--- src/rtl/bicv_pkg.sv ---
// Shared types, constants and helper functions of the boot image CRC validator.
// No dependencies; every other file of the block imports this package.
package bicv_pkg;

    // Trailer length in bytes after the covered image
    localparam int unsigned DIGEST_BYTES = 4;
    localparam logic [31:0] CRC_POLY     = 32'hEDB8_8320;
    localparam logic [31:0] CRC_INIT     = 32'hFFFF_FFFF;
    localparam logic [31:0] COUNT_MAX    = 32'hFFFF_FFFF;
    localparam logic [8:0]  HDR_SIZE_MIN = 9'd8;

    // Configuration register indexes
    typedef enum logic [2:0] {
        CFG_HDR_OFFSET = 3'd0,
        CFG_HDR_SIZE   = 3'd1,
        CFG_HDR_MAGIC  = 3'd2,
        CFG_SRAM_BASE  = 3'd3,
        CFG_SRAM_SIZE  = 3'd4,
        CFG_FLASH_BASE = 3'd5,
        CFG_FLASH_SIZE = 3'd6
    } t_cfg_idx;

    // Failure codes, first failing check wins
    typedef enum logic [2:0] {
        FAIL_NONE      = 3'd0,
        FAIL_SHORT     = 3'd1,
        FAIL_MAGIC     = 3'd2,
        FAIL_LEN_SMALL = 3'd3,
        FAIL_LEN_LARGE = 3'd4,
        FAIL_DIGEST    = 3'd5,
        FAIL_VECTORS   = 3'd6
    } t_fail;

    typedef struct packed {
        logic [15:0] hdr_offset;
        logic [8:0]  hdr_size;
        logic [31:0] hdr_magic;
        logic [31:0] sram_base;
        logic [31:0] sram_size;
        logic [31:0] flash_base;
        logic [31:0] flash_size;
    } t_cfg;

    // Region state as it stands after the last byte
    typedef struct packed {
        logic [31:0] count;
        logic [31:0] crc;
        logic [31:0] stack_vec;
        logic [31:0] entry_vec;
        logic [31:0] magic;
        logic [31:0] length;
        logic [31:0] trailer;
    } t_snap;

    typedef struct packed {
        logic [31:0] digest;
        t_fail       reason;
        logic        image_ok;
    } t_result;

    // One byte of reflected CRC-32, bit at a time
    function automatic logic [31:0] crc_byte(input logic [31:0] crc, input logic [7:0] b);
        logic [31:0] c;
        c = crc ^ {24'd0, b};
        for (int k = 0; k < 8; k++) begin
            c = c[0] ? ((c >> 1) ^ CRC_POLY) : (c >> 1);
        end
        return c;
    endfunction

    // Replace one little-endian byte lane of a word
    function automatic logic [31:0] put_le(input logic [31:0] word, input logic [1:0] lane,
                                           input logic [7:0] b);
        logic [31:0] w;
        w = word;
        case (lane)
            2'd0:    w[7:0]   = b;
            2'd1:    w[15:8]  = b;
            2'd2:    w[23:16] = b;
            default: w[31:24] = b;
        endcase
        return w;
    endfunction

endpackage

--- src/rtl/bicv_regs.sv ---
// Configuration register file of the boot image CRC validator.
// Depends on bicv_pkg for the register index codes and the t_cfg struct.
module bicv_regs
    import bicv_pkg::*;
(
    input  logic        i_clk,
    input  logic        i_rst_n,
    input  logic        i_cfg_we,
    input  logic [2:0]  i_cfg_idx,
    input  logic [31:0] i_cfg_data,
    output t_cfg        o_cfg
);

    t_cfg r_cfg;
    t_cfg n_cfg;

    // Decode the write index
    always_comb begin
        n_cfg = r_cfg;
        if (i_cfg_we) begin
            unique case (t_cfg_idx'(i_cfg_idx))
                CFG_HDR_OFFSET: n_cfg.hdr_offset = i_cfg_data[15:0];
                CFG_HDR_SIZE:   n_cfg.hdr_size   = i_cfg_data[8:0];
                CFG_HDR_MAGIC:  n_cfg.hdr_magic  = i_cfg_data;
                CFG_SRAM_BASE:  n_cfg.sram_base  = i_cfg_data;
                CFG_SRAM_SIZE:  n_cfg.sram_size  = i_cfg_data;
                CFG_FLASH_BASE: n_cfg.flash_base = i_cfg_data;
                CFG_FLASH_SIZE: n_cfg.flash_size = i_cfg_data;
                default:        n_cfg = r_cfg;
            endcase
        end
    end

    // Hold the registers, header size defaults to eight bytes
    always_ff @(posedge i_clk) begin
        if (!i_rst_n) begin
            r_cfg <= '{hdr_size: HDR_SIZE_MIN, default: '0};
        end else begin
            r_cfg <= n_cfg;
        end
    end

    assign o_cfg = r_cfg;

endmodule

--- src/rtl/bicv_track.sv ---
// Per-byte region tracker: byte count, vector and header capture, CRC and trailer.
// Depends on bicv_pkg for crc_byte, put_le and the t_cfg / t_snap structs.
module bicv_track
    import bicv_pkg::*;
(
    input  logic       i_clk,
    input  logic       i_rst_n,
    input  t_cfg       i_cfg,
    input  logic       i_fire,
    input  logic [7:0] i_byte,
    input  logic       i_last,
    output t_snap      o_snap
);

    logic [31:0] r_count, r_crc, r_stack, r_entry, r_magic, r_length, r_trailer;
    logic [31:0] n_count, n_crc, n_stack, n_entry, n_magic, n_length, n_trailer;
    logic        hdr_ge;
    logic [31:0] hdr_d;
    logic [31:0] tr_e;

    // Offsets of the current byte from the header and from the image end
    assign hdr_ge = r_count >= {16'd0, i_cfg.hdr_offset};
    assign hdr_d  = r_count - {16'd0, i_cfg.hdr_offset};
    assign tr_e   = r_count - r_length;

    // Fold one byte into the region state
    always_comb begin
        n_count   = r_count;
        n_crc     = r_crc;
        n_stack   = r_stack;
        n_entry   = r_entry;
        n_magic   = r_magic;
        n_length  = r_length;
        n_trailer = r_trailer;
        if (i_fire && (r_count != COUNT_MAX)) begin
            if (r_count < 32'd4) begin
                n_stack = put_le(r_stack, r_count[1:0], i_byte);
            end else if (r_count < 32'd8) begin
                n_entry = put_le(r_entry, r_count[1:0], i_byte);
            end
            if (hdr_ge && (hdr_d < 32'd4)) begin
                n_magic = put_le(r_magic, hdr_d[1:0], i_byte);
            end else if (hdr_ge && (hdr_d < 32'd8)) begin
                n_length = put_le(r_length, hdr_d[1:0], i_byte);
            end
            // Cover everything up to the end of the length word, then up to the length
            if (!hdr_ge || (hdr_d < 32'd8) || (r_count < r_length)) begin
                n_crc = crc_byte(r_crc, i_byte);
            end else if (tr_e < 32'(DIGEST_BYTES)) begin
                n_trailer = put_le(r_trailer, tr_e[1:0], i_byte);
            end
            n_count = r_count + 32'd1;
        end
    end

    // Advance the state, drop it back to reset after the last byte
    always_ff @(posedge i_clk) begin
        if (!i_rst_n || (i_fire && i_last)) begin
            r_count   <= '0;
            r_crc     <= CRC_INIT;
            r_stack   <= '0;
            r_entry   <= '0;
            r_magic   <= '0;
            r_length  <= '0;
            r_trailer <= '0;
        end else begin
            r_count   <= n_count;
            r_crc     <= n_crc;
            r_stack   <= n_stack;
            r_entry   <= n_entry;
            r_magic   <= n_magic;
            r_length  <= n_length;
            r_trailer <= n_trailer;
        end
    end

    assign o_snap = '{count: n_count, crc: n_crc, stack_vec: n_stack, entry_vec: n_entry,
                      magic: n_magic, length: n_length, trailer: n_trailer};

`ifndef SYNTHESIS
    // A region always restarts from an empty count and a fresh CRC
    a_restart: assert property (@(posedge i_clk) disable iff (!i_rst_n)
        (i_fire && i_last) |=> (r_count == '0) && (r_crc == CRC_INIT))
        else $error("tracker did not restart after last byte");
    // The count moves by at most one per byte and only on a request
    a_count_step: assert property (@(posedge i_clk) disable iff (!i_rst_n)
        (!i_fire) |=> $stable(r_count))
        else $error("byte count moved without a request");
`endif

endmodule

--- src/rtl/bicv_check.sv ---
// Final validity checks on a captured region state, priority ordered.
// Depends on bicv_pkg for t_cfg, t_snap, t_result and the failure codes.
module bicv_check
    import bicv_pkg::*;
(
    input  t_cfg    i_cfg,
    input  t_snap   i_snap,
    output t_result o_result
);

    logic [8:0]  eff_size;
    logic [16:0] hdr_end;
    logic [17:0] min_region;
    logic [32:0] region_lim;
    logic [32:0] sram_end;
    logic [32:0] flash_end;
    logic [31:0] digest;
    logic        sp_ok, pc_ok;
    t_fail       reason;

    assign eff_size   = (i_cfg.hdr_size < HDR_SIZE_MIN) ? HDR_SIZE_MIN : i_cfg.hdr_size;
    assign hdr_end    = {1'b0, i_cfg.hdr_offset} + {8'd0, eff_size};
    assign min_region = {1'b0, hdr_end} + 18'(DIGEST_BYTES);
    assign region_lim = {1'b0, i_snap.count} - 33'(DIGEST_BYTES);
    assign digest     = ~i_snap.crc;

    // Vector windows, 33-bit sums
    assign sram_end  = {1'b0, i_cfg.sram_base} + {1'b0, i_cfg.sram_size};
    assign flash_end = {1'b0, i_cfg.flash_base} + {1'b0, i_cfg.flash_size};
    assign sp_ok = (i_snap.stack_vec > i_cfg.sram_base)
                && ({1'b0, i_snap.stack_vec} <= sram_end)
                && (i_snap.stack_vec[2:0] == 3'd0);
    assign pc_ok = (i_snap.entry_vec >= i_cfg.flash_base)
                && ({1'b0, i_snap.entry_vec} < flash_end)
                && i_snap.entry_vec[0];

    // First failing check wins
    always_comb begin
        if ({1'b0, i_snap.count} < {15'd0, min_region}) begin
            reason = FAIL_SHORT;
        end else if (i_snap.magic != i_cfg.hdr_magic) begin
            reason = FAIL_MAGIC;
        end else if (i_snap.length < {15'd0, hdr_end}) begin
            reason = FAIL_LEN_SMALL;
        end else if ({1'b0, i_snap.length} > region_lim) begin
            reason = FAIL_LEN_LARGE;
        end else if (i_snap.trailer != digest) begin
            reason = FAIL_DIGEST;
        end else if (!(sp_ok && pc_ok)) begin
            reason = FAIL_VECTORS;
        end else begin
            reason = FAIL_NONE;
        end
    end

    assign o_result = '{digest: digest, reason: reason, image_ok: (reason == FAIL_NONE)};

endmodule

--- src/rtl/boot_image_crc_validator_core.sv ---
// Boot image CRC validator. Takes one flash byte per cycle with no gaps needed: each
// request is folded into the byte count, vector/header capture and a byte-wide
// reflected CRC-32 update, which sets the rate at one byte per clock while not stalled.
// On the byte marked tlast the region state is captured in the snapshot register, then
// checked and placed in the output register once that register is free; the next region
// may start on the very next cycle. The input side stalls only while both the snapshot
// and the output register are full. There is no memory and no clearing pass after
// reset. Configuration writes are taken at once.
// Depends on bicv_pkg, bicv_regs, bicv_track and bicv_check.
module boot_image_crc_validator_core
    import bicv_pkg::*;
(
    input  logic        i_clk,
    input  logic        i_rst_n,
    // Configuration write port
    input  logic        i_cfg_we,
    input  logic [2:0]  i_cfg_idx,
    input  logic [31:0] i_cfg_data,
    // Byte stream in
    input  logic        s_axis_tvalid,
    output logic        s_axis_tready,
    input  logic [7:0]  s_axis_tdata,   // [7:0] byte_value
    input  logic        s_axis_tlast,   // last_byte
    // Verdict out
    output logic        m_axis_tvalid,
    input  logic        m_axis_tready,
    output logic [39:0] m_axis_tdata    // [0] image_ok, [3:1] fail_reason,
                                        // [35:4] computed_digest, [39:36] zero
);

    t_cfg    cfg;
    t_snap   track_snap;
    t_result check_res;

    t_snap   r_snap;
    logic    r_snap_valid;
    t_result r_out;
    logic    r_out_valid;

    logic    out_free;
    logic    snap_free;
    logic    s_fire;

    bicv_regs u_regs (
        .i_clk      (i_clk),
        .i_rst_n    (i_rst_n),
        .i_cfg_we   (i_cfg_we),
        .i_cfg_idx  (i_cfg_idx),
        .i_cfg_data (i_cfg_data),
        .o_cfg      (cfg)
    );

    // Handshake: a slot is free when empty or when it drains this cycle
    assign out_free      = !r_out_valid || m_axis_tready;
    assign snap_free     = !r_snap_valid || out_free;
    assign s_axis_tready = snap_free;
    assign s_fire        = s_axis_tvalid && snap_free;

    bicv_track u_track (
        .i_clk   (i_clk),
        .i_rst_n (i_rst_n),
        .i_cfg   (cfg),
        .i_fire  (s_fire),
        .i_byte  (s_axis_tdata),
        .i_last  (s_axis_tlast),
        .o_snap  (track_snap)
    );

    bicv_check u_check (
        .i_cfg    (cfg),
        .i_snap   (r_snap),
        .o_result (check_res)
    );

    // Capture the region state on the last byte
    always_ff @(posedge i_clk) begin
        if (s_fire && s_axis_tlast) begin
            r_snap <= track_snap;
        end
    end

    always_ff @(posedge i_clk) begin
        if (!i_rst_n) begin
            r_snap_valid <= 1'b0;
        end else if (s_fire && s_axis_tlast) begin
            r_snap_valid <= 1'b1;
        end else if (out_free) begin
            r_snap_valid <= 1'b0;
        end
    end

    // Load the verdict into the output register
    always_ff @(posedge i_clk) begin
        if (r_snap_valid && out_free) begin
            r_out <= check_res;
        end
    end

    always_ff @(posedge i_clk) begin
        if (!i_rst_n) begin
            r_out_valid <= 1'b0;
        end else if (out_free) begin
            r_out_valid <= r_snap_valid;
        end
    end

    assign m_axis_tvalid = r_out_valid;
    assign m_axis_tdata  = {4'd0, r_out.digest, r_out.reason, r_out.image_ok};

`ifndef SYNTHESIS
    // Every last-byte request leaves a pending snapshot
    a_last_snap: assert property (@(posedge i_clk) disable iff (!i_rst_n)
        (s_fire && s_axis_tlast) |=> r_snap_valid)
        else $error("last byte did not produce a snapshot");
    // A blocked snapshot is neither lost nor overwritten
    a_snap_hold: assert property (@(posedge i_clk) disable iff (!i_rst_n)
        (r_snap_valid && !out_free) |=> (r_snap_valid && $stable(r_snap)))
        else $error("pending snapshot lost or overwritten");
    // Pass flag agrees with the failure code
    a_ok_code: assert property (@(posedge i_clk) disable iff (!i_rst_n)
        r_out_valid |-> (r_out.image_ok == (r_out.reason == FAIL_NONE)))
        else $error("image_ok disagrees with fail_reason");
`endif

endmodule
--- config.mk ---
export PLATFORM = sky130hd
export DESIGN_NAME = boot_image_crc_validator_core
export DESIGN_NICKNAME = d
export VERILOG_FILES = /design/src/rtl/bicv_pkg.sv /design/src/rtl/bicv_regs.sv /design/src/rtl/bicv_track.sv /design/src/rtl/bicv_check.sv /design/src/rtl/boot_image_crc_validator_core.sv
export SDC_FILE = /design/constraint.sdc
export NUM_CORES = 2
export LEC_CHECK = 0
export BUFFER_PORTS_ARGS = -buffer_cell sky130_fd_sc_hd__buf_4
export CELL_PAD_IN_SITES_DETAIL_PLACEMENT = 1
export CELL_PAD_IN_SITES_GLOBAL_PLACEMENT = 2
export CORE_MARGIN = 1
export CORE_UTILIZATION = 42
export DETAILED_ROUTE_END_ITERATION = 8
export GPL_TIMING_DRIVEN = 0
export HOLD_SLACK_MARGIN = 0.15
export MAX_ROUTING_LAYER = met4
export PLACE_DENSITY_LB_ADDON = 0.1
export SLEW_MARGIN = 20
export SYNTH_ARGS = -nofsm -noshare
export SYNTH_HDL_FRONTEND = slang
export SYNTH_SLANG_ARGS = --single-unit
--- constraint.sdc ---
create_clock -name i_clk -period 6.65 [get_ports i_clk]
set_input_delay 0 -clock i_clk [delete_from_list [all_inputs] [get_ports i_clk]]
set_output_delay 0 -clock i_clk [all_outputs]
set_load 0.05 [all_outputs]
# ---- After elaboration in Yosys (flattened, before gate mapping)
# Cells that the tools add are included.
dict set report word_totals {
  register_bits 671
  in_bits 49
  output_inout_bits 42
  wordCells 164
}
dict set report classes {
  n_addsub 8
  n_lt_le_gt_ge 15
  n_eq_ne 15
  n_mux 53
  bitwise_logic 10
  n_reduce_logical 37
}
# operator count
set op_table {}
lappend op_table {{$mux 32} 24}
lappend op_table {{$mux 8} 20}
lappend op_table {{$not 13->14} 8}
lappend op_table {{$lt 32x3->1 const B} 3}
lappend op_table {{$add 32x32->33} 2}
lappend op_table {{$lt 32x4->1 const B} 2}
lappend op_table {{$ne 32x32->1} 2}
lappend op_table {{$gt 32x33->1} 1}
lappend op_table {{$le 32x33->1} 1}
lappend op_table {{$lt 32x33->1} 1}
lappend op_table {{$sub 32x3->33 const B} 1}
lappend op_table {{$add 32x1->32 const B} 1}
lappend op_table {{$ge 32x16->1} 1}
lappend op_table {{$ge 32x32->1} 1}
lappend op_table {{$gt 32x32->1} 1}
lappend op_table {{$lt 32x17->1} 1}
lappend op_table {{$lt 32x18->1} 1}
lappend op_table {{$lt 32x32->1} 1}
lappend op_table {{$ne 32x32->1 const B} 1}
lappend op_table {{$not 32->32} 1}
lappend op_table {{$sub 32x16->32} 1}
lappend op_table {{$sub 32x32->32} 1}
lappend op_table {{$xor 32x8->32} 1}
lappend op_table {{$add 17x3->18 const B} 1}
lappend op_table {{18 further kinds} 60}

# ---- Depth between registers and ports, before layout
dict set report depth {
  ltp_word 19
  mapped_depth 25
}

# ---- By module
# A second synthesis with hierarchy kept.
dict set report unflattened {
  hier_cells 3877
  hier_area_um2 38745.9
}
# module n_inst cells_each area_per_inst_um2 seq_area_each_um2
set by_module_without_submodules {}
lappend by_module_without_submodules {bicv_track 1 1672 14472.6 4484.3}
lappend by_module_without_submodules {bicv_check 1 1290 9664.3 0.0}
lappend by_module_without_submodules {boot_image_crc_validator_core 1 275 7951.4 7847.5}
lappend by_module_without_submodules {bicv_regs 1 640 6657.6 3703.6}

# ---- Least setup slack after synthesis
# No wires, ideal clock.
dict set report synth_path {
  kind {flip-flop to flip-flop}
  start {reg r_out_valid, in the netlist m_axis_tvalid}
  end {reg r_snap[0] in the netlist's numbering (enable)}
  arrival_ps 5595
  required_ps 6076
  path_slack_ps 481
  path_stages_with_launch 5
  period_less_slack_ps 6169
  cell_sequence {dfxtp_1 nor2b_1 nand2_1 nand3_1 inv_1}
}
dict set report synth_between {
  elab_chain_len 5
}
# item line_no
set synth_rtl {}
lappend synth_rtl {{from (decl)} boot_image_crc_validator_core.sv:38} ;# logic r_out_valid;
lappend synth_rtl {{from (signal assigned)} boot_image_crc_validator_core.sv:103} ;# r_out_valid <= r_snap_valid;
lappend synth_rtl {{$logic_not 1->1} boot_image_crc_validator_core.sv:54} ;# assign out_free = !r_out_valid || m_axis_tready;
lappend synth_rtl {{$logic_or 1x1->1} boot_image_crc_validator_core.sv:54}
lappend synth_rtl {{$logic_or 1x1->1} boot_image_crc_validator_core.sv:55} ;# assign snap_free = !r_snap_valid || out_free;
lappend synth_rtl {{via s_axis_tready} boot_image_crc_validator_core.sv:21} ;# output logic s_axis_tready,
lappend synth_rtl {{$logic_and 1x1->1} boot_image_crc_validator_core.sv:57} ;# assign s_fire = s_axis_tvalid && snap_free;
lappend synth_rtl {{$logic_and 1x1->1} boot_image_crc_validator_core.sv:77} ;# if (s_fire && s_axis_tlast) begin
lappend synth_rtl {{to (signal assigned)} boot_image_crc_validator_core.sv:78} ;# r_snap <= track_snap;
lappend synth_rtl {{to (decl)} boot_image_crc_validator_core.sv:35} ;# t_snap r_snap;
# The timed path passes the listed nets, and every way through them passes these cells.
# A chain may end at the register's enable or synchronous reset.

==> flow_summary.yaml <==
clock_tree:
  clockBufferDepth: 3
  clk_pin_slew_ns: 0.06
  cts_buffers: 80
  clock-sinks: 671
  tritoncts: "yes"
  root_buffer: "clkbuf_16"
  cts-htree-levels: 3
  clock_latency_ns: 0.65
finish:
  layout_common_cells: "532 x nand2_1, 411 x dfxtp_1, 319 x ha_1, 260 x edfxtp_1"
  diodes: 0
  final_nets: 4462
  area_growth_pct: 14.34
  fin_cells: 5329
  drive_gt1_share_pct: 12.14
  final_common_cell: "nand2_1"
hold_path:
  holdPathStages: 4
  holdCritPathClass: "input port to register"
  hp-start: "i_cfg_data[26]"
  worstHoldEndpoint: "u_regs.o_cfg[122]"
setup_path:
  start_kind: "register"
  r2r_start: "u_regs.o_cfg[96]"
  worst_ep_arrival_time_ns: 6.64
  r2r_end: "m_axis_tdata[0]"
  end_kind: "register"
  required_ns: 7.05
  critical_path_class: "register to register"
  r2r_slack_ns: 0.41
  worst-path-max-fanout: 5
  r2r_cells: 24
timing:
  setup_viol: 0
  final.min_clock_period_ns: 6.240
  hold_ws_ns: 0.2423
  fmax_mhz: 160.3
  setup_tns_ns: 0
  slew_headroom_pct: 25.16
  skew_ns: 0.02239
  drv_slew: 0
  worst_slew_pin_slew_ns: 1.123
  hold_violations: 0
  fin_ws_ns: 0.4104
  grt_setup_unrepaired: "no"
  min_period_over_period_pct: 93.83
die:
  die_h_um: 303.5
  start_util_pct: 42.42
  die_x_um: 303.5
  num_rows: 110
  dieArea_um2: 92120
  pin_count: 91
  core_um2: 90010
synth:
  ys.flop_type: "dfxtp_1"
  synthesis.area_um2: 38180
  async_flop_share_pct: 0
  yosysSeqAreaShare_pct: 41.99
  synthCells: 3858
  synth_top_cell_area_share_pct: 21.55
  synth_area_per_cell_um2: 9.897
  synth-edff-count: 260
  yosys_warnings: 0
  ys_ff_latch: 671
  synthTopCellsByArea: "dfxtp_1 22%, edfxtp_1 20%, ha_1 10%"
  ys_types: 101
  yosysTopAreaCell: "dfxtp_1"
place:
  gp_congestion: 0.8562
  post-place-ws_ns: -0.5335
  portBuffers: 85
  placed_cells: 5125
  dp_hpwl_um: 95980
route:
  drt_pre_antenna_iters: 5
  vias_per_cell: 5.470
  ant_nets: 0
  wl_per_cell_um: 23.80
  totalWireLength_um: 126800
  num_vias: 29150
  drc_errors: 0
  drtIter0Drc: 1619
power_and_ir_drop:
  pwr_density_cell_nw_per_um2: 230.7
  total_power_mw: 10.07
  cellLeakagePower_nw: 17.38
  peakVddDrop_v: 0.0001995
grt:
  globalRouteOverflowTotal: 0
  grt_pass1_vias: 30230
  grt_pass1_wl_um: 189700
  grt_use_total_pct: 28.44
  grt_max_degree: 98
  antenna_found_initial: 8
job:
  maxCapViolCount: 0
run_status:
  status: "complete, no violations"
-- registers in the layout, summed over array words and instances (netlist names) --
signal             count
r_snap               224
u_regs.o_cfg         185
m_axis_tdata          36
u_track.r_count       32
u_track.r_crc         32
u_track.r_entry       32
u_track.r_length      32
u_track.r_magic       32
u_track.r_stack       32
u_track.r_trailer     32
m_axis_tvalid          1
r_snap_valid           1
-- critical path, cell delays in order, from the launching register on --
cell	delay, ns
dfxtp_1	0.39
ha_1	0.20
inv_1	0.06
fa_1	0.40
nor2b_1	0.19
o31a_1	0.21
o41ai_2	0.11
o21ai_0	0.38
o31ai_2	0.13
o21ai_2	0.32
a41o_1	0.24
a21o_1	0.18
a21oi_1	0.10
o31ai_1	0.31
xnor2_1	0.11
ha_1	0.30
nand3_1	0.20
nor4_1	0.47
nand3_1	0.21
o211ai_1	0.13
a31oi_1	0.10
a221oi_2	0.34
o41ai_2	0.24
nor2b_1	0.21
nor3b_2	0.44
-- final cells by class --
type,count,area (um2)
well taps,1176,1471
multi-input cells,2852,20760
clock buffers,106,2201
plain buffers,142,716.9
inverters,196,743.2
fillers,10080,46350
flip-flops and latches,671,16040
repair buffers,146,1294
clock inverters,40,441.7
-- worst max path at each step --
stage                       to  slack [ns]  depth (start not counted)              start
3_5_place_dp   m_axis_tdata[0]       -0.53                         24   u_regs.o_cfg[96]
6_report       m_axis_tdata[0]        0.41                         24   u_regs.o_cfg[96]
3_3_place_gp       r_snap[116]       -2.24                          4      m_axis_tvalid
5_1_grt        m_axis_tdata[0]        0.02                         22  u_regs.o_cfg[166]
4_1_cts        m_axis_tdata[0]        0.04                         24   u_regs.o_cfg[96]
2_1_floorplan        r_snap[0]        0.48                          4      m_axis_tvalid
-- per-stage QoR --
stage          utilization, %  instance area, um2
3_3_place_gp            44.78               40300
5_1_grt                 48.51               43660
2_1_floorplan               -               38200
6_report                48.51               43660
3_5_place_dp            44.89               40400
4_1_cts                 48.48               43640
-- metal layers --
metal	part of all wire [%]	routed length (um)	global-route usage [%]	up-vias
met5	0	0	-	-
met4	3.0	3745	8.369	0
met3	3.0	3858	2.806	164
met2	47	59880	46.43	456
met1	47	59340	37.26	14430
li1	-	-	-	14110
-- cells by family (layout without fill, tap and decap cells) --
family,Yosys count,count (layout),synth area share (%)
AND/OR/NAND/NOR,1269,1269,16.75
AO/OA/AOI/OAI,728,728,13.02
flip-flops,671,671,41.99
buffers and inverters,338,630,3.798
adder cells (fa/ha/maj),324,324,10.72
XOR/XNOR,288,288,6.606
multiplexers,238,238,7.101
other,2,5,0.01967
-- power breakdown --
part	leakage [nW]	internal, mW	switching (mW)	total, mW
combinational	10.3	0.448	0.676	1.12
sequential	5.80	4.39	0.0831	4.47
clock	1.28	2.62	1.86	4.48
total	17.4	7.45	2.62	10.1
-- synth_stat cells (117+ instances only) --
cell type  instances
inv_1            196
and2_1           175
mux2_2           172
xnor2_1          171
ha_1             319
dfxtp_1          411
nor2_1           119
xor2_1           117
a21boi_0         195
edfxtp_1         260
a21oi_1          144
nand2_1          532
-- timing repair --
item	in CTS	in global routing
gates cloned	0	0
hold endpoints to repair	218	0
hold buffers	58	0
setup endpoints to repair	3	2
resized for setup	3	3
setup buffers	0	0
(Power assumes the default switching activity.)
